==> src/gcm_pkg.sv <==
`timescale 1ns / 1ps
package gcm_pkg;

  // number of denomination slots in use, 1 to 8
  localparam int NUM_DENOMS = 8;
  localparam int REG_COUNT  = 8;

  localparam int AMOUNT_W = 32;
  localparam int DENOM_W  = 24;
  localparam int SLOT_W   = 3;
  localparam int INDEX_W  = 8;
  localparam int CFG_W    = 32;
  localparam int STEP_W   = 5;

  localparam logic [SLOT_W-1:0] TOP_SLOT  = SLOT_W'(NUM_DENOMS - 1);
  localparam logic [SLOT_W-1:0] LAST_SLOT = '0;

  typedef logic [DENOM_W-1:0] denom_t;

  // power-up denominations in cents, slot 0 first
  localparam denom_t DENOM_RESET [REG_COUNT] = '{
    24'd1, 24'd5, 24'd10, 24'd25, 24'd50, 24'd100, 24'd500, 24'd1000
  };

endpackage

==> src/greedy_change_maker_unit.sv <==
`timescale 1ns / 1ps
// channel    | handshake                  | payload
// -----------+----------------------------+----------------------------------------------
// input item | start, busy (taken: !busy) | amount_cents
// result     | result_valid strobe        | slot_index, piece_count, leftover_cents,
//            |                            | last_result
// config     | cfg_valid, cfg_ready       | cfg_index, cfg_data
//
// per slot with a nonzero denomination: issue, divider steps, result; a zero slot gives
//   its result directly; busy stays high while the used slots are walked, paced by
//   the one radix-2 divider shared over all slots
// the next item is taken in the first idle cycle; a new item waits until busy drops
// reset: rst synchronous, restores the power-up denominations and idles the sequencer
// results are strobed for one cycle each, highest slot first; the receiver cannot stall
// busy stays high from the accepted item until the result for slot 0 is out
module greedy_change_maker_unit (
  input  logic                          clk,
  input  logic                          rst,
  input  logic                          start,
  output logic                          busy,
  input  logic [gcm_pkg::AMOUNT_W-1:0]  amount_cents,
  output logic                          result_valid,
  output logic [gcm_pkg::SLOT_W-1:0]    slot_index,
  output logic [gcm_pkg::AMOUNT_W-1:0]  piece_count,
  output logic [gcm_pkg::DENOM_W-1:0]   leftover_cents,
  output logic                          last_result,
  input  logic                          cfg_valid,
  output logic                          cfg_ready,
  input  logic [gcm_pkg::INDEX_W-1:0]   cfg_index,
  input  logic [gcm_pkg::CFG_W-1:0]     cfg_data
);
  import gcm_pkg::*;

  localparam logic [1:0] ST_IDLE = 2'd0;
  localparam logic [1:0] ST_SLOT = 2'd1;
  localparam logic [1:0] ST_WAIT = 2'd2;

  logic [1:0]          state;
  logic [SLOT_W-1:0]   slot;
  logic [AMOUNT_W-1:0] rest;

  denom_t              cur_denom;
  logic                div_go;
  logic                div_done;
  logic [AMOUNT_W-1:0] div_quo;
  denom_t              div_rem;
  logic                take;
  logic                wide_rest;

  // the user must let config writes land only while idle, the block does not enforce it; always ready
  assign cfg_ready = 1'b1;

  gcm_denom_regs u_regs (
    .clk      (clk),
    .rst      (rst),
    .wr_en    (cfg_valid && cfg_ready),
    .wr_index (cfg_index),
    .wr_data  (cfg_data),
    .rd_slot  (slot),
    .rd_denom (cur_denom)
  );

  // kick the divider for a slot with a real denomination
  assign div_go = (state == ST_SLOT) && (cur_denom != '0);

  gcm_divider u_div (
    .clk       (clk),
    .rst       (rst),
    .go        (div_go),
    .done      (div_done),
    .dividend  (rest),
    .divisor   (cur_denom),
    .quotient  (div_quo),
    .remainder (div_rem)
  );

  assign busy      = (state != ST_IDLE);
  assign take      = start && !busy;
  assign wide_rest = (rest[AMOUNT_W-1:DENOM_W] != '0);

  always_ff @(posedge clk) begin
    if (rst) begin
      state        <= ST_IDLE;
      result_valid <= 1'b0;
    end else begin
      result_valid <= 1'b0;
      case (state)
        ST_IDLE: begin
          if (take) begin
            state <= ST_SLOT;
          end
        end
        ST_SLOT: begin
          if (cur_denom == '0) begin
            // unused slot: count zero, remainder passes through
            result_valid <= 1'b1;
            if (slot == LAST_SLOT) begin
              state <= ST_IDLE;
            end
          end else begin
            state <= ST_WAIT;
          end
        end
        ST_WAIT: begin
          if (div_done) begin
            result_valid <= 1'b1;
            state        <= (slot == LAST_SLOT) ? ST_IDLE : ST_SLOT;
          end
        end
        default: begin
          state <= ST_IDLE;
        end
      endcase
    end
  end

  // datapath: running remainder, slot counter and the result registers
  always_ff @(posedge clk) begin
    if (take) begin
      rest <= amount_cents;
      slot <= TOP_SLOT;
    end else if ((state == ST_SLOT) && (cur_denom == '0)) begin
      slot_index     <= slot;
      piece_count    <= '0;
      leftover_cents <= wide_rest ? '1 : rest[DENOM_W-1:0];
      last_result    <= (slot == LAST_SLOT);
      slot           <= slot - SLOT_W'(1);
    end else if ((state == ST_WAIT) && div_done) begin
      rest           <= AMOUNT_W'(div_rem);
      slot_index     <= slot;
      piece_count    <= div_quo;
      leftover_cents <= div_rem;
      last_result    <= (slot == LAST_SLOT);
      slot           <= slot - SLOT_W'(1);
    end
  end

endmodule

==> src/gcm_denom_regs.sv <==
`timescale 1ns / 1ps
module gcm_denom_regs (
  input  logic                          clk,
  input  logic                          rst,
  input  logic                          wr_en,
  input  logic [gcm_pkg::INDEX_W-1:0]   wr_index,
  input  logic [gcm_pkg::CFG_W-1:0]     wr_data,
  input  logic [gcm_pkg::SLOT_W-1:0]    rd_slot,
  output gcm_pkg::denom_t               rd_denom
);
  import gcm_pkg::*;

  denom_t denom [REG_COUNT];

  always_ff @(posedge clk) begin
    if (rst) begin
      for (int k = 0; k < REG_COUNT; k++) begin
        denom[k] <= DENOM_RESET[k];
      end
    end else if (wr_en && (wr_index < INDEX_W'(REG_COUNT))) begin
      denom[wr_index[SLOT_W-1:0]] <= wr_data[DENOM_W-1:0];
    end
  end

  assign rd_denom = denom[rd_slot];

endmodule

==> src/gcm_divider.sv <==
`timescale 1ns / 1ps
module gcm_divider (
  input  logic                          clk,
  input  logic                          rst,
  input  logic                          go,
  output logic                          done,
  input  logic [gcm_pkg::AMOUNT_W-1:0]  dividend,
  input  gcm_pkg::denom_t               divisor,
  output logic [gcm_pkg::AMOUNT_W-1:0]  quotient,
  output gcm_pkg::denom_t               remainder
);
  import gcm_pkg::*;

  // restoring radix-2 divider, one quotient bit per cycle
  logic                  running;
  logic [STEP_W-1:0]     step;
  logic [DENOM_W:0]      part;
  logic [AMOUNT_W-1:0]   quo;
  denom_t                dsr;

  logic [DENOM_W:0]      shifted;
  logic [DENOM_W:0]      diff;
  logic                  fits;

  assign shifted = {part[DENOM_W-1:0], quo[AMOUNT_W-1]};
  assign diff    = shifted - {1'b0, dsr};
  assign fits    = shifted >= {1'b0, dsr};

  always_ff @(posedge clk) begin
    if (rst) begin
      running <= 1'b0;
      done    <= 1'b0;
      step    <= '0;
    end else begin
      done <= 1'b0;
      if (go) begin
        running <= 1'b1;
        step    <= '1;
      end else if (running) begin
        step <= step - STEP_W'(1);
        if (step == '0) begin
          running <= 1'b0;
          done    <= 1'b1;
        end
      end
    end
  end

  always_ff @(posedge clk) begin
    if (go) begin
      part <= '0;
      quo  <= dividend;
      dsr  <= divisor;
    end else if (running) begin
      part <= fits ? diff : shifted;
      quo  <= {quo[AMOUNT_W-2:0], fits};
    end
  end

  assign quotient  = quo;
  assign remainder = part[DENOM_W-1:0];

endmodule

==> config.mk <==
export PLATFORM = sky130hd
export DESIGN_NAME = greedy_change_maker_unit
export DESIGN_NICKNAME = d
export VERILOG_FILES = /design/src/gcm_pkg.sv /design/src/greedy_change_maker_unit.sv /design/src/gcm_denom_regs.sv /design/src/gcm_divider.sv
export SDC_FILE = /design/constraint.sdc
export NUM_CORES = 1
export LEC_CHECK = 0
export ABC_AREA = 1
export CAP_MARGIN = 30
export CORE_AREA = 5 5 188 262
export DETAILED_ROUTE_END_ITERATION = 8
export DIE_AREA = 0 0 193 267
export DONT_BUFFER_PORTS = 1
export PLACE_DENSITY = 0.56
export SLEW_MARGIN = 10
export SYNTH_ARGS = -nofsm -noshare
export SYNTH_HDL_FRONTEND = slang
export SYNTH_SLANG_ARGS = --single-unit
==> constraint.sdc <==
create_clock -name clk -period 5.55 [get_ports clk]
set_input_delay 1.11 -clock clk [delete_from_list [all_inputs] [get_ports clk]]
set_output_delay 1.11 -clock clk [all_outputs]
set_load 0.05 [all_outputs]
==> flow_results.org, run 1 <==
** Synth
- Portion of the post-synthesis area used by sequential elements :: 59.97%
- Of all flip-flops after synthesis, the portion carrying an async set or reset was 0%.
- Post-synthesis register bit count :: 380
- Mean cell area of the mapped netlist :: 8.865 um^2
- The synthesized netlist occupies a cell area of 18360 um^2.
- Number of library cell types mapped by synthesis :: 39
- Counting flops with a built-in enable in the synthesized netlist gives 340.
- The cell count after synthesis came out at about 2100.
- Number of warnings printed during yosys synthesis :: 0
- Number of nets in the synthesized netlist :: 2180
- For this run, the leading register cell type out of synthesis is edfxtp_1.

** Route
- Number of detailed-routing iterations run before antenna repair :: 5
- In the routed layout, each cell is associated on average with a via count of 4.777.
- In this run the remaining antenna-violating nets after routing total 0.
- Total number of vias :: approximately 13000
- After the first detailed-routing iteration, the DRC count stood at 757.
- Wires add up to 44570 um.
- After detailed routing, the average wire length per cell comes to between 15 and 20 um.
- For this run, design rule violations remaining after detail routing come to 0.

** STA
- Final hold violation count :: 0
- Worst max-slew margin expressed relative to the limit :: 33.18%
- Fin Clk Skew :: 0.01513 ns
- For the pin with the worst max-slew slack, the measured transition is 1.001 ns.
- The routed design could run at a clock period as short as 3.400 ns.
- Setup violations remaining at the end of the flow were counted as 0.
- Min setup slack post-route :: around 2.2 ns
- RSZ-0062 raised after global routing :: no
- Setup total negative slack on the finished layout was measured at 0 ns.
- Pins Over Slew Limit :: 0
- Post-route clock period utilization :: between 60 and 70%
- Timing would allow up to 294.1 MHz.

** Cells and area
- Across the whole layout, storage elements account for roughly 11000 um^2.
- Most common library cell in the layout ignoring fill and taps :: nand2_1
- Area growth syn-to-layout :: 10.44%
- The library cells used most frequently in the layout, excluding fill and tap cells, are nand2_1, edfxtp_1, inv_1.
- Cells with a size suffix above 1 make up 4.885% of the layout.
- The layout has between 4000 and 5000 filler cells.
- At the end of the flow the core is filled with cells to 43.42%.
- Total area of multi-input combinational cells :: 5728 um^2
- In the final design database the tool counted 2168 nets.

** Die
- Once the floorplan was initialized, standard cells occupied 39.32% of the core.
- Measured along the y axis, the die boundary spans 267 um.
- Boundary pin count :: 139
- The core region is 46690 um^2.
- From left edge to right edge, the die measures 193 um.
- The initialized floorplan defines 94 standard-cell rows.
- The floorplan step defined a die boundary enclosing just over 50000 um^2.

** Global routing
- Wire length of the first global-routing pass :: 69430 um
- Largest net degree at the start of global routing :: 75
- Global routing consumed, over all layers together, 17.18% of the routing resources.
- The initial antenna violation count was 2.
- Number of global-route vias before repair :: ~13000
- After global routing the overflow that remains totals 0.

** Placed design
- Final Wtd Congestion :: 0.8618
- Hpwl dp :: ~30000 um
- In this run the tool buffered the top-level ports with 0 buffer cells.
- Before CTS, the worst setup slack after placement is 1.663 ns.

** Clock tree
- TritonCTS built the clock tree.
- CTS clk-pin slew, worst paths :: roughly 0.060 ns
- The cell sitting at the root of the clock tree is a clkbuf_16.
- Cts bufs inserted :: 40
- Number of hold-repair buffers added at the cts stage :: 0
- Number of levels the H-tree was split into :: 2
- Resize count post-CTS :: 0
- Once the clock tree was built, the setup fixing pass inserted 0 buffers.
- No sink is reached through more buffers than the 3 on the longest clock path.
- Sinks on Clock Net :: 380
- Clk Latency, worst-skew pair :: 0.54 ns

** Critical path
- Dominant cell type by count on the critical path :: nand2_1
- The largest individual stage delay along the critical path comes from the cell buf_4.
- Endpoint kind of the worst setup timing path :: flop
- Data on the critical path arrives at its endpoint at 3.64 ns.
- Dominant delay contributor by cell family on the critical path :: buffers and inverters
- The worst setup path is launched from a flop.
- For this run, the slowest stage of the critical path takes around 0.54 ns.
- Crit path kind :: reg -> reg
- Walking the worst path, the cells encountered are inv_2 -> buf_4 -> o21ai_0 -> o21ai_1 -> nand2_1 -> nand2_1 -> nor2_1 -> nand2_1 -> nor2_2 -> nand2_1 -> nand2_2 -> inv_2 -> buf_12.
- Terminus of the critical flop-to-flop path :: u_div.dsr[19]$_DFFE_PP_
- Worst Path Required :: between 5 and 6 ns
- Termination of the worst setup path :: u_div.dsr[19]$_DFFE_PP_
- Number of buffers and inverters on the critical path :: 4
- Worst reg2reg path depth :: 13
- Counting buffers and inverters, the worst setup path is 13 cells deep.
- Of all nets on the critical path, the largest fanout is 48.
- Setup slack on the worst reg-to-reg path comes out at ~2.2 ns.

** Pwr
- Net switching power :: 2.870 mW
- For this design the ratio of total power to cell area is 436.5 nW/um^2.
- Cell internal power was estimated by the tool at approximately 6 mW.
- Of the total power, the share spent switching nets is about a third.
- The share of total power dissipated in sequential elements is 45.2%.
- Combinational logic is responsible for 25.6% of the overall power.
- Portion of total power attributed to the clock network :: 29.2%
- Leakage power summed over all cells :: 9.091 nW
- IR analysis of the VDD net gives a maximum drop of around 240 uV.

** Run
- The tool flagged a number of max-cap violations equal to 0.

** Run status
- Result of the run :: finished clean

** Worst hold path
- The min-delay analysis places its worst path in the category reg -> reg.
-- logic make-up after synthesis --
kind of cell / synth area share, %
other: 0.02043
adders and majority gates: 2.290
AOI/OAI and AO/OA: 4.518
xor gates and xnor gates: 0.8587
DFF: 59.97
buffers and inverters: 8.969
and+or+nand+nor: 23.37
-- per-stage QoR --
step / total power, mW / hold WS (ns) / cell area (um^2) / instances
floorplan: 5.773 / 0.4082 / 18360 / 2071
global placement: 6.296 / 0.4295 / 18940 / 2637
detailed placement: 6.348 / 0.4335 / 19030 / 2641
CTS: 8.956 / 0.4486 / 20270 / 2712
global route: 9.417 / 0.4722 / 20280 / 2713
finish: 8.851 / 0.4436 / 20280 / 2713
-- power by group through the flow --
stage	Clock (mW)	Sequential, mW	Combinational [mW]
2_1_floorplan	0	3.99	1.79
3_3_place_gp	0	4.07	2.23
3_5_place_dp	0	4.06	2.29
4_1_cts	2.66	4.00	2.30
5_1_grt	2.76	4.05	2.61
6_report	2.59	4.00	2.27
-- sequential cells by signal, indices dropped and copies added, names as in the netlist, 5 cells and up, named ones only --
register,cells
leftover_cents,24
u_div.quotient,32
u_regs.denom,192
u_div.step,5
u_div.part,24
rest,32
piece_count,32
u_div.dsr,24
-- worst register-to-register path, delay by kind of cell (launching register included) --
family          cells  cell delay, ns
buf+inv             4            1.44
simple gates        7            0.78
flops               1            0.49
compound gates      2            0.39
-- synth_stat cells (2+ instances only) --
master	instances	share of area, %
a21boi_0	2	0.082
a21o_1	3	0.12
nor4_1	4	0.14
buf_2	24	0.65
buf_6	13	0.80
o21ai_1	27	0.74
buf_4	8	0.33
buf_1	3	0.061
o21ai_0	86	2.3
a21oi_1	31	0.85
inv_2	3	0.061
edfxtp_1	340	56
nor2_1	245	5.0
nand3_1	126	3.4
xnor2_1	14	0.67
nor2_2	2	0.068
clkbuf_1	40	0.82
clkinv_1	3	0.061
inv_1	301	6.2
o211ai_1	2	0.082
xor2_1	4	0.19
ha_1	32	2.2
and2_1	2	0.068
nor3_1	5	0.14
a31oi_1	2	0.068
dfxtp_1	40	4.4
nand2_1	688	14
nand4_1	6	0.20
nand3b_1	2	0.082
o21bai_1	4	0.16
-- cell type report --
class / instances / area share (%)
antenna: 1 / 0.01234
tap: 624 / 3.851
clock inverter: 22 / 0.9318
sequential: 380 / 54.32
inverter: 308 / 5.714
timing repair buffer: 34 / 1.716
multi-input combinational: 1295 / 28.25
clock buffer: 49 / 5.208
-- routing by layer --
layer / track usage [%] / up-vias / wire (um)
li1: - / 6553 / -
met1: 19.77 / 6038 / 17660
met2: 32.62 / 299 / 23790
met3: 2.643 / 71 / 2138
met4: 4.901 / 0 / 980
met5: 0 / - / 0
-- worst min-delay path by stage --
stage / from / cells past startpoint / slack, ns / endpoint
floorplan: slot[1]$_SDFFE_PP1P_ / 0 / 0.41 / slot_index[1]$_DFFE_PP_
global placement: slot[1]$_SDFFE_PP1P_ / 0 / 0.43 / slot_index[1]$_DFFE_PP_
detailed placement: slot[1]$_SDFFE_PP1P_ / 0 / 0.43 / slot_index[1]$_DFFE_PP_
CTS: slot[1]$_SDFFE_PP1P_ / 0 / 0.45 / slot_index[1]$_DFFE_PP_
global route: slot[1]$_SDFFE_PP1P_ / 0 / 0.47 / slot_index[1]$_DFFE_PP_
finish: slot[1]$_SDFFE_PP1P_ / 0 / 0.44 / slot_index[1]$_DFFE_PP_
(Power assumes the default switching activity.)
==> inputs of run 2 (changes only) <==
==> constraint.sdc (replaced) <==
create_clock -name clk -period 3.3 [get_ports clk]
set_input_delay 0.66 -clock clk [delete_from_list [all_inputs] [get_ports clk]]
set_output_delay 0.66 -clock clk [all_outputs]
set_load 0.05 [all_outputs]
==> flow_results.org, run 2 (synthesized netlist as in run 1, its figures left out) <==
** Run status
- Result of the run: finished clean (unchanged).

** Clock tree
- The number of sinks on the clock net came to 380 (unchanged).
- Number of levels the H-tree was split into :: 2 (unchanged)
- Clock Tree Root :: clkbuf_16 (unchanged)
- Clk Latency, worst-skew pair :: 0.54 ns (about the same)
- The maximum count of clock buffers along a single path was 3 (unchanged).
- The count of buffers added by post-CTS timing repair for setup is 0 (unchanged).
- The number of buffers inserted for hold repair after clock tree synthesis was 0 (unchanged).
- Cts bufs inserted :: 40 (unchanged)
- The register clock-pin slew on the reported worst setup and hold paths is 0.06 ns (about the same).
- The number of gates resized after cts came to 0 (unchanged).
- Clock tree from TritonCTS :: built (unchanged)

** Pwr
- Flop pwr share :: 45.0% (was 45.2%)
- VDD IR-drop max :: 440.2 uV (was 242.2 uV)
- The share of power burned in the clock network came to 28.5% (was 29.2%).
- The internal power component was 10.01 mW (was 5.981 mW).
- Net switching power :: 4.883 mW (was 2.870 mW)
- The total power consumption of the routed design is 14.89 mW (was 8.851 mW).
- Leakage power summed over all cells :: 9.201 nW (was 9.091 nW)
- Net switching share of the total power :: 32.79% (was 32.43%)
- Total power divided by cell area :: 726.6 nW/um^2 (was 436.5 nW/um^2)
- The share of total power in combinational logic came to 26.4% (was 25.6%).

** Die
- The width of the die came to 193 um (unchanged).
- The placeable core region is 46690 um^2 (unchanged).
- The starting density of the core is 39.32% (unchanged).
- The I/O pin total was 139 (unchanged).
- The die area was 51530 um^2 (unchanged).
- Vert. Die Dim :: 267 um (unchanged)
- The number of placement rows is 94 (unchanged).

** STA
- The worst-case headroom to the max-slew limit came to 43.27% (was 33.18%).
- The final cycle utilization of the critical path came to 90.00% (was 61.26%).
- Fin Clk Skew :: 0.01977 ns (was 0.01513 ns)
- Worst hold slack after final layout :: 0.1815 ns (was 0.4436 ns)
- Min setup slack post-route :: 0.3299 ns (was 2.150 ns)
- Final hold violation count :: 0 (unchanged)
- RSZ-0062 raised after global routing :: no (unchanged)
- The achievable clock frequency came to 336.7 MHz (was 294.1 MHz).
- The slew at the pin with the worst max-slew slack is 0.8486 ns (was 1.001 ns).
- The total setup violations reported at the end of the flow is 0 (unchanged).
- Setup TNS :: 0 ns (unchanged)
- The max-slew violation count is 0 (unchanged).
- Post-route minimum period :: 2.970 ns (was 3.400 ns)

** Critical path
- Sequence of cells on the critical path :: inv_4 -> buf_12 -> nand2_1 -> nand3_1 -> nand3_1 -> nand2_1 -> nand2_1 -> nor2_1 -> nand2_1 -> nor2_2 -> nand3_2 -> nand2_1 -> inv_1 -> nor2_4 -> buf_12 (was inv_2 -> buf_4 -> o21ai_0 -> o21ai_1 -> nand2_1 -> nand2_1 -> nor2_1 -> nand2_1 -> nor2_2 -> nand2_1 -> nand2_2 -> inv_2 -> buf_12)
- Endpoint kind of the worst setup timing path :: flop (unchanged)
- The slowest cell on the critical path is nor2_4 (was buf_4).
- Number of buffers and inverters on the critical path :: 4 (unchanged)
- Peak fanout along the critical path :: 32 (was 48)
- Critical path startpoint category :: flop (unchanged)
- Data arrival, critical path :: 3.21 ns (was 3.64 ns)
- Delay contributed by the slowest stage of the critical path :: 0.40 ns (was 0.54 ns)
- The category of the critical setup timing path is reg -> reg (unchanged).
- The kind of cell with the highest combined delay on the critical path was simple AND/OR/NAND/NOR gates (was buffers and inverters).
- The data required time of the worst path is 3.54 ns (was 5.79 ns).
- The most frequent cell on the critical path was nand2_1 (unchanged).

** Run
- The max capacitance violation total is 0 (unchanged).

** Route
- The detailed-routing iteration count for the pre-antenna-repair pass was 5 (unchanged).
- Violation count after the first detailed-route iteration :: 658 (was 757)
- Total wire length :: 44580 um (was 44570 um)
- The post-route antenna net violation count is 0 (unchanged).
- The overall via count from detail_route is 13130 (was 12960).
- The number of remaining DRC errors was 0 (unchanged).
- Routed len/inst :: 16.33 um (was 16.43 um)
- The per-cell via count in the routed design is 4.809 (was 4.777).

** Global routing
- Number of global-route vias before repair :: 13000 (was 12660)
- Wire length of the first global-routing pass :: 69740 um (was 69430 um)
- Overall fraction of global-route tracks in use :: 17.20% (was 17.18%)
- Global route total overflow :: 0 (unchanged)
- Number of antenna violations at the first check in global routing :: 1 (was 2)
- The pin count of the biggest net entering global routing came to 58 (was 75).

** Cells and area
- The number of nets at the end of the flow came to 2189 (was 2168).
- Most flop-heavy register :: u_regs.denom (unchanged)
- The leading cell type in the layout, fill and taps excluded is nand2_1 (unchanged).
- Number of flip-flops in the largest register :: 192 (unchanged)
- Area growth syn-to-layout :: 11.63% (was 10.44%)
- Share of post-route cells with drive strength above 1 :: 5.796% (was 4.885%)
- FILL cells :: 4568 (was 4557)
- Most frequent cells in the layout :: nand2_1, edfxtp_1, inv_1 (unchanged)

** Placed design
- The routability congestion estimate from global placement is 0.8772 (was 0.8618).
- The detailed-placement wirelength estimate was 30300 um (was 30220 um).
- IO buf count :: 0 (unchanged)
- Worst-case setup slack after placement :: 0.2504 ns (was 1.663 ns)

** Worst hold path
- Class of the worst hold path :: in -> reg (was reg -> reg)
## run 2: cell types whose count changed in the layout (fill, tap and decap cells not counted), sizes merged
cell and delta:
clkinv -7, clkbuf +2, bufinv -2, buf +21, clkinvlp +3
## run 2: through the flow
step           cell area, um^2  util (%)  std cells
4_1_cts                  20490     43.89       2729
3_3_place_gp             19290     41.31       2662
5_1_grt                  20490     43.89       2730
6_report                 20490     43.89       2730
2_1_floorplan            18370         -       2071
3_5_place_dp             19290     41.31       2662
## run 2: cell type report
cell class                 count  area [um^2]  share of cell area, %
clock buffer                  51         1084                  5.287
timing repair buffer          55        613.1                  2.991
antenna                        1        2.502                0.01221
sequential                   380        11010                  53.74
clock inverter                16        120.1                 0.5861
multi-input combinational   1295         5723                  27.92
inverter                     308         1159                  5.653
tap                          624        780.7                  3.810
## run 2: path summary, 6_finish.rpt
kind | from | end | slack (ns) | cells past startpoint
setup / recovery | flop | piece_count[18]$_SDFFCE_PP0P_ | 0.33 | 15
hold reg to reg | slot[1]$_SDFFE_PP1P_ | slot_index[1]$_DFFE_PP_ | 0.45 | 0
setup reg to reg | flop | piece_count[18]$_SDFFCE_PP0P_ | 0.33 | 15
hold / removal | rst | u_div.step[0]$_SDFFE_PP0P_ | 0.18 | 1
## run 2: worst reg2reg max path, cell delays in order, from the launching register on
cell	delay, ns
dfxtp_2	0.36
inv_4	0.18
buf_12	0.23
nand2_1	0.07
nand3_1	0.07
nand3_1	0.09
nand2_1	0.18
nand2_1	0.07
nor2_1	0.11
nand2_1	0.11
nor2_2	0.24
nand3_2	0.12
nand2_1	0.10
inv_1	0.09
nor2_4	0.40
buf_12	0.24
## run 2: layer usage
layer  global-route usage [%]  share of wire, %  vias up
met5                        0                 0        -
li1                         -                 -     6581
met1                    20.15                40     6177
met2                    31.63                52      287
met3                    2.538               4.4       84
met4                    6.357               3.3        0
## run 2: power by group through the flow
stage / clock, mW / sequential [mW] / combinational, mW
floorplan: 0 / 6.69 / 3.01
global placement: 0 / 6.79 / 3.88
detailed placement: 0 / 6.81 / 3.96
CTS: 4.33 / 6.72 / 3.98
global route: 4.51 / 6.80 / 4.53
finish: 4.25 / 6.71 / 3.93
==> inputs of run 3 (changes only) <==
--- a/config.mk
+++ b/config.mk
@@ -7,12 +7,14 @@
 export LEC_CHECK = 0
 export ABC_AREA = 1
 export CAP_MARGIN = 30
-export CORE_AREA = 5 5 188 262
+export CORE_AREA = 2 2 189 265
 export DETAILED_ROUTE_END_ITERATION = 8
-export DIE_AREA = 0 0 193 267
+export DIE_AREA = 0 0 191 267
 export DONT_BUFFER_PORTS = 1
 export PLACE_DENSITY = 0.56
 export SLEW_MARGIN = 10
 export SYNTH_ARGS = -nofsm -noshare
 export SYNTH_HDL_FRONTEND = slang
+export SYNTH_HIERARCHICAL = 1
 export SYNTH_SLANG_ARGS = --single-unit
+export TNS_END_PERCENT = 1
==> flow_results.org, run 3 <==
** Cells and area
- Share of post-route cells with drive strength above 1 :: 7.174% (was 5.796%)
- The final standard cell area without fillers came to 21350 um^2 (was 20490 um^2).
- Most frequent cells in the layout :: nand2_1, inv_1, edfxtp_1 (was nand2_1, edfxtp_1, inv_1)
- The number of nets at the end of the flow is 2377 (was 2189).
- Final Core Density :: 43.89% (about the same)
- Area growth syn-to-layout :: 11.32% (was 11.63%)
- The final antenna diode count came to 0 (was 1).
- Number of flip-flops in the largest register :: 192 (unchanged)
- The leading cell type in the layout, fill and taps excluded is nand2_1 (unchanged).
- The register with the most flip-flops is u_regs/denom (was u_regs.denom).

** Synth
- The portion of synthesized cell area occupied by the leading cell type came to 53.24% (was 55.61%).
- Mean cell area of the mapped netlist :: 8.467 um^2 (was 8.865 um^2)
- The dominant register cell in the synthesized netlist is edfxtp_1 (unchanged).
- The post-synthesis sequential element count was 377 (was 380).
- The number of standard cells after synthesis came to 2265 (was 2071).
- The cell area after technology mapping came to 19180 um^2 (was 18360 um^2).
- Number of enable flip-flop cells after synthesis :: 340 (unchanged)
- Largest area contributor in the synthesized netlist :: edfxtp_1 (unchanged)
- Ys async rst share :: 0% (unchanged)
- Number of library cell types mapped by synthesis :: 43 (was 39)
- Biggest area contributors in the synthesized netlist :: edfxtp_1, nand2_1, inv_1 (unchanged)
- Number of nets in the synthesized netlist :: 2374 (was 2180)
- The count of yosys warnings during synthesis came to 6 (was 0).
- Portion of the post-synthesis area used by sequential elements :: 57.10% (was 59.97%)
- The most common cell in the synthesized netlist is nand2_1 (unchanged).
- Most used standard cells in the synthesized netlist: nand2_1, inv_1, edfxtp_1 (was nand2_1, edfxtp_1, inv_1).

** Pwr
- Comb power frac :: 18.6% (was 26.4%)
- The cell area power density came to 620.4 nW/um^2 (was 726.6 nW/um^2).
- The share of power burned in the clock network is 33.2% (was 28.5%).
- Flop pwr share :: 48.2% (was 45.0%)
- Net switching power :: 3.917 mW (was 4.883 mW)
- The total power consumption of the routed design is 13.25 mW (was 14.89 mW).
- Internal power of the cells :: 9.329 mW (was 10.01 mW)
- The switching power as a share of total power came to 29.57% (was 32.79%).
- Leakage power summed over all cells :: 9.930 nW (was 9.201 nW)
- The worst-case vdd ir drop was 552.9 uV (was 440.2 uV).

** STA
- RSZ-0062 raised after global routing: no (unchanged).
- The total setup violations reported at the end of the flow came to 0 (unchanged).
- Worst max-slew margin expressed relative to the limit :: 40.18% (was 43.27%)
- Transition time at the pin with the least slew margin :: 0.8951 ns (was 0.8486 ns)
- The achievable clock frequency came to 340.5 MHz (was 336.7 MHz).
- Post-route minimum period :: 2.937 ns (was 2.970 ns)
- The final cycle utilization of the critical path was 88.99% (was 90.00%).
- Fin Clk Skew :: 0.02683 ns (was 0.01977 ns)
- The hold violation total from the final report is 0 (unchanged).
- Pins Over Slew Limit :: 0 (unchanged)

** Die
- Boundary pin count :: 139 (unchanged)
- Placeable Area :: 48650 um^2 (was 46690 um^2)
- The die area came to 51000 um^2 (was 51530 um^2).
- The number of placement rows came to 96 (was 94).
- The height of the die was 267 um (unchanged).
- Starting density of the core :: 39.42% (was 39.32%)
- Die span in x :: 191 um (was 193 um)

** Route
- The number of remaining DRC errors was 0 (unchanged).
- The overall via count from detail_route was 14060 (was 13130).
- Total wire length :: 47540 um (was 44580 um)
- Violation count after the first detailed-route iteration :: 704 (was 658)
- The post-route antenna net violation count is 0 (unchanged).
- The per-cell via count in the routed design came to 4.787 (was 4.809).
- The detailed-routing iteration count for the pre-antenna-repair pass is 5 (unchanged).
- The average routed wire per standard cell is 16.18 um (was 16.33 um).

** Clock tree
- The TritonCTS clock tree is built (unchanged).
- Sinks on Clock Net :: 377 (was 380)
- Number of levels the H-tree was split into :: 2 (unchanged)
- CTS clk-pin slew, worst paths :: 0.06 ns (about the same)
- The number of gates resized after cts was 0 (unchanged).
- The latest clock arrival within the worst-skew pair was 0.56 ns (was 0.54 ns).
- The number of buffers inserted for hold repair after clock tree synthesis came to 0 (unchanged).
- Maximum buffer depth of the clock tree :: 3 (unchanged)
- The number of buffers created by CTS is 41 (was 40).
- The count of buffers added by post-CTS timing repair for setup was 0 (unchanged).
- The clock tree root buffer cell is clkbuf_16 (unchanged).

** Worst hold path
- The classification of the worst-slack hold path was in -> reg (unchanged).
- The worst hold path endpoint was state[1]$_SDFFE_PP0P_ (was u_div.step[0]$_SDFFE_PP0P_).
- The startpoint of the worst hold path is rst (unchanged).
- The number of instances on the worst hold path was 1 (unchanged).

** Global routing
- Overall fraction of global-route tracks in use :: 18.92% (was 17.20%)
- Largest net degree at the start of global routing :: 59 (was 58)
- The global-route wire length before repair came to 75080 um (was 69740 um).
- Global route total overflow :: 0 (unchanged)
- Number of global-route vias before repair :: 13850 (was 13000)
- Number of antenna violations at the first check in global routing :: 1 (unchanged)

** Run
- The max capacitance violation total is 0 (unchanged).

** Critical path
- Critical path startpoint category :: flop (unchanged)
- Setup slack of the most critical reg-to-reg path :: 0.36 ns (was 0.33 ns)
- The critical register-to-register path endpoint was leftover_cents[16]$_DFFE_PP_ (was piece_count[18]$_SDFFCE_PP0P_).
- Data arrival, critical path :: 3.17 ns (was 3.21 ns)
- The kind of end point of the critical path is a flop (unchanged).
- The maximum net fanout on the critical path was 58 (was 32).
- The category of the critical setup timing path was reg -> reg (unchanged).
- Worst Path Required :: 3.54 ns (about the same)
- Reg2Reg Launch Point :: slot[0]$_SDFFE_PP1N_
- Worst reg2reg path depth :: 16 (was 15)

** Placed design
- The detailed-placement wirelength estimate came to 31950 um (was 30300 um).
- The count of input and output buffers was 0 (unchanged).
- The routability congestion estimate from global placement was 0.8457 (was 0.8772).
- The cell area after placement came to 20060 um^2 (was 19290 um^2).

** Run status
- Result of the run :: finished clean (unchanged)
[run 3: cell types whose count changed in the layout (fill, tap and decap cells not counted), moves of 9 or more]
cell,change
inv_1,+118
nand4_1,+50
o21ai_2,+10
a21oi_1,-16
o21ai_0,-70
nand2_1,+33
nor2_1,+35
o21ai_1,-9
nand3_1,+29
nand3_2,+13
[run 3: cell type report]
class	count	area, um^2
fill	4755	27300
sequential	377	10960
multi-input combinational	1366	6175
inverter	431	1619
clock buffer	48	1072
tap	637	797.0
timing repair buffer	51	528.0
clock inverter	27	202.7
[run 3: worst max path at each step]
stage               slack (ns)                  from                            to
global route              0.02  slot[0]$_SDFFE_PP1N_  leftover_cents[16]$_DFFE_PP_
global placement          0.29  slot[0]$_SDFFE_PP1N_  leftover_cents[16]$_DFFE_PP_
floorplan                -0.30  slot[0]$_SDFFE_PP1N_             rest[0]$_DFFE_PP_
finish                    0.36  slot[0]$_SDFFE_PP1N_  leftover_cents[16]$_DFFE_PP_
CTS                       0.24  slot[0]$_SDFFE_PP1N_  leftover_cents[16]$_DFFE_PP_
detailed placement        0.27  slot[0]$_SDFFE_PP1N_  leftover_cents[19]$_DFFE_PP_
[run 3: cells by family after synthesis]
logic type	after synthesis	synth area share, %
buffers and inverters	522	10.82
flip-flops	377	57.10
adder cells (fa/ha/maj)	33	2.192
AND/OR/NAND/NOR	1251	27.18
AO/OA/AOI/OAI	71	2.238
other	1	0.01955
XOR/XNOR	10	0.4567
[run 3: layer usage]
layer	vias to the layer above	part of all wire, %	track usage (%)
li1	7085	-	-
met1	6509	41	22.54
met2	381	51	34.10
met3	81	5.0	2.801
met4	2	3.1	7.228
met5	-	0.034	0
[run 3: critical path, cell delays in order, from the launching register on]
cell and delay, ns:
dfxtp_4 0.38, buf_12 0.25, nand2_1 0.09, nand3_1 0.12, nand2_1 0.06, nand2_1 0.09
nand2_1 0.10, nor2_1 0.24, nand2_1 0.08, nor2_1 0.09, nand2_1 0.09, nor2_2 0.17
nand2_4 0.09, nand2_2 0.12, inv_2 0.08, nor2_4 0.26, buf_12 0.25
[run 3: stage by stage]
step / hold slack (ns) / TNS (ns) / std cells / setup WS (ns)
final: 0.1859 / 0 / 2937 / 0.3632
after CTS: 0.1548 / 0 / 2937 / 0.2422
after detailed placement: 0.4673 / 0 / 2862 / 0.2705
after global placement: 0.4523 / 0 / 2861 / 0.2898
after floorplan: 0.4283 / -15.65 / 2265 / -0.3014
after global routing: 0.1640 / 0 / 2937 / 0.01776
[run 3: power groups by stage]
stage          Clock (mW)  Combinational (mW)  Sequential, mW
3_3_place_gp            0                2.42            6.46
3_5_place_dp            0                2.49            6.48
2_1_floorplan           0                1.78            6.39
4_1_cts              4.50                2.51            6.38
5_1_grt              4.69                2.84            6.45
6_report             4.40                2.47            6.38
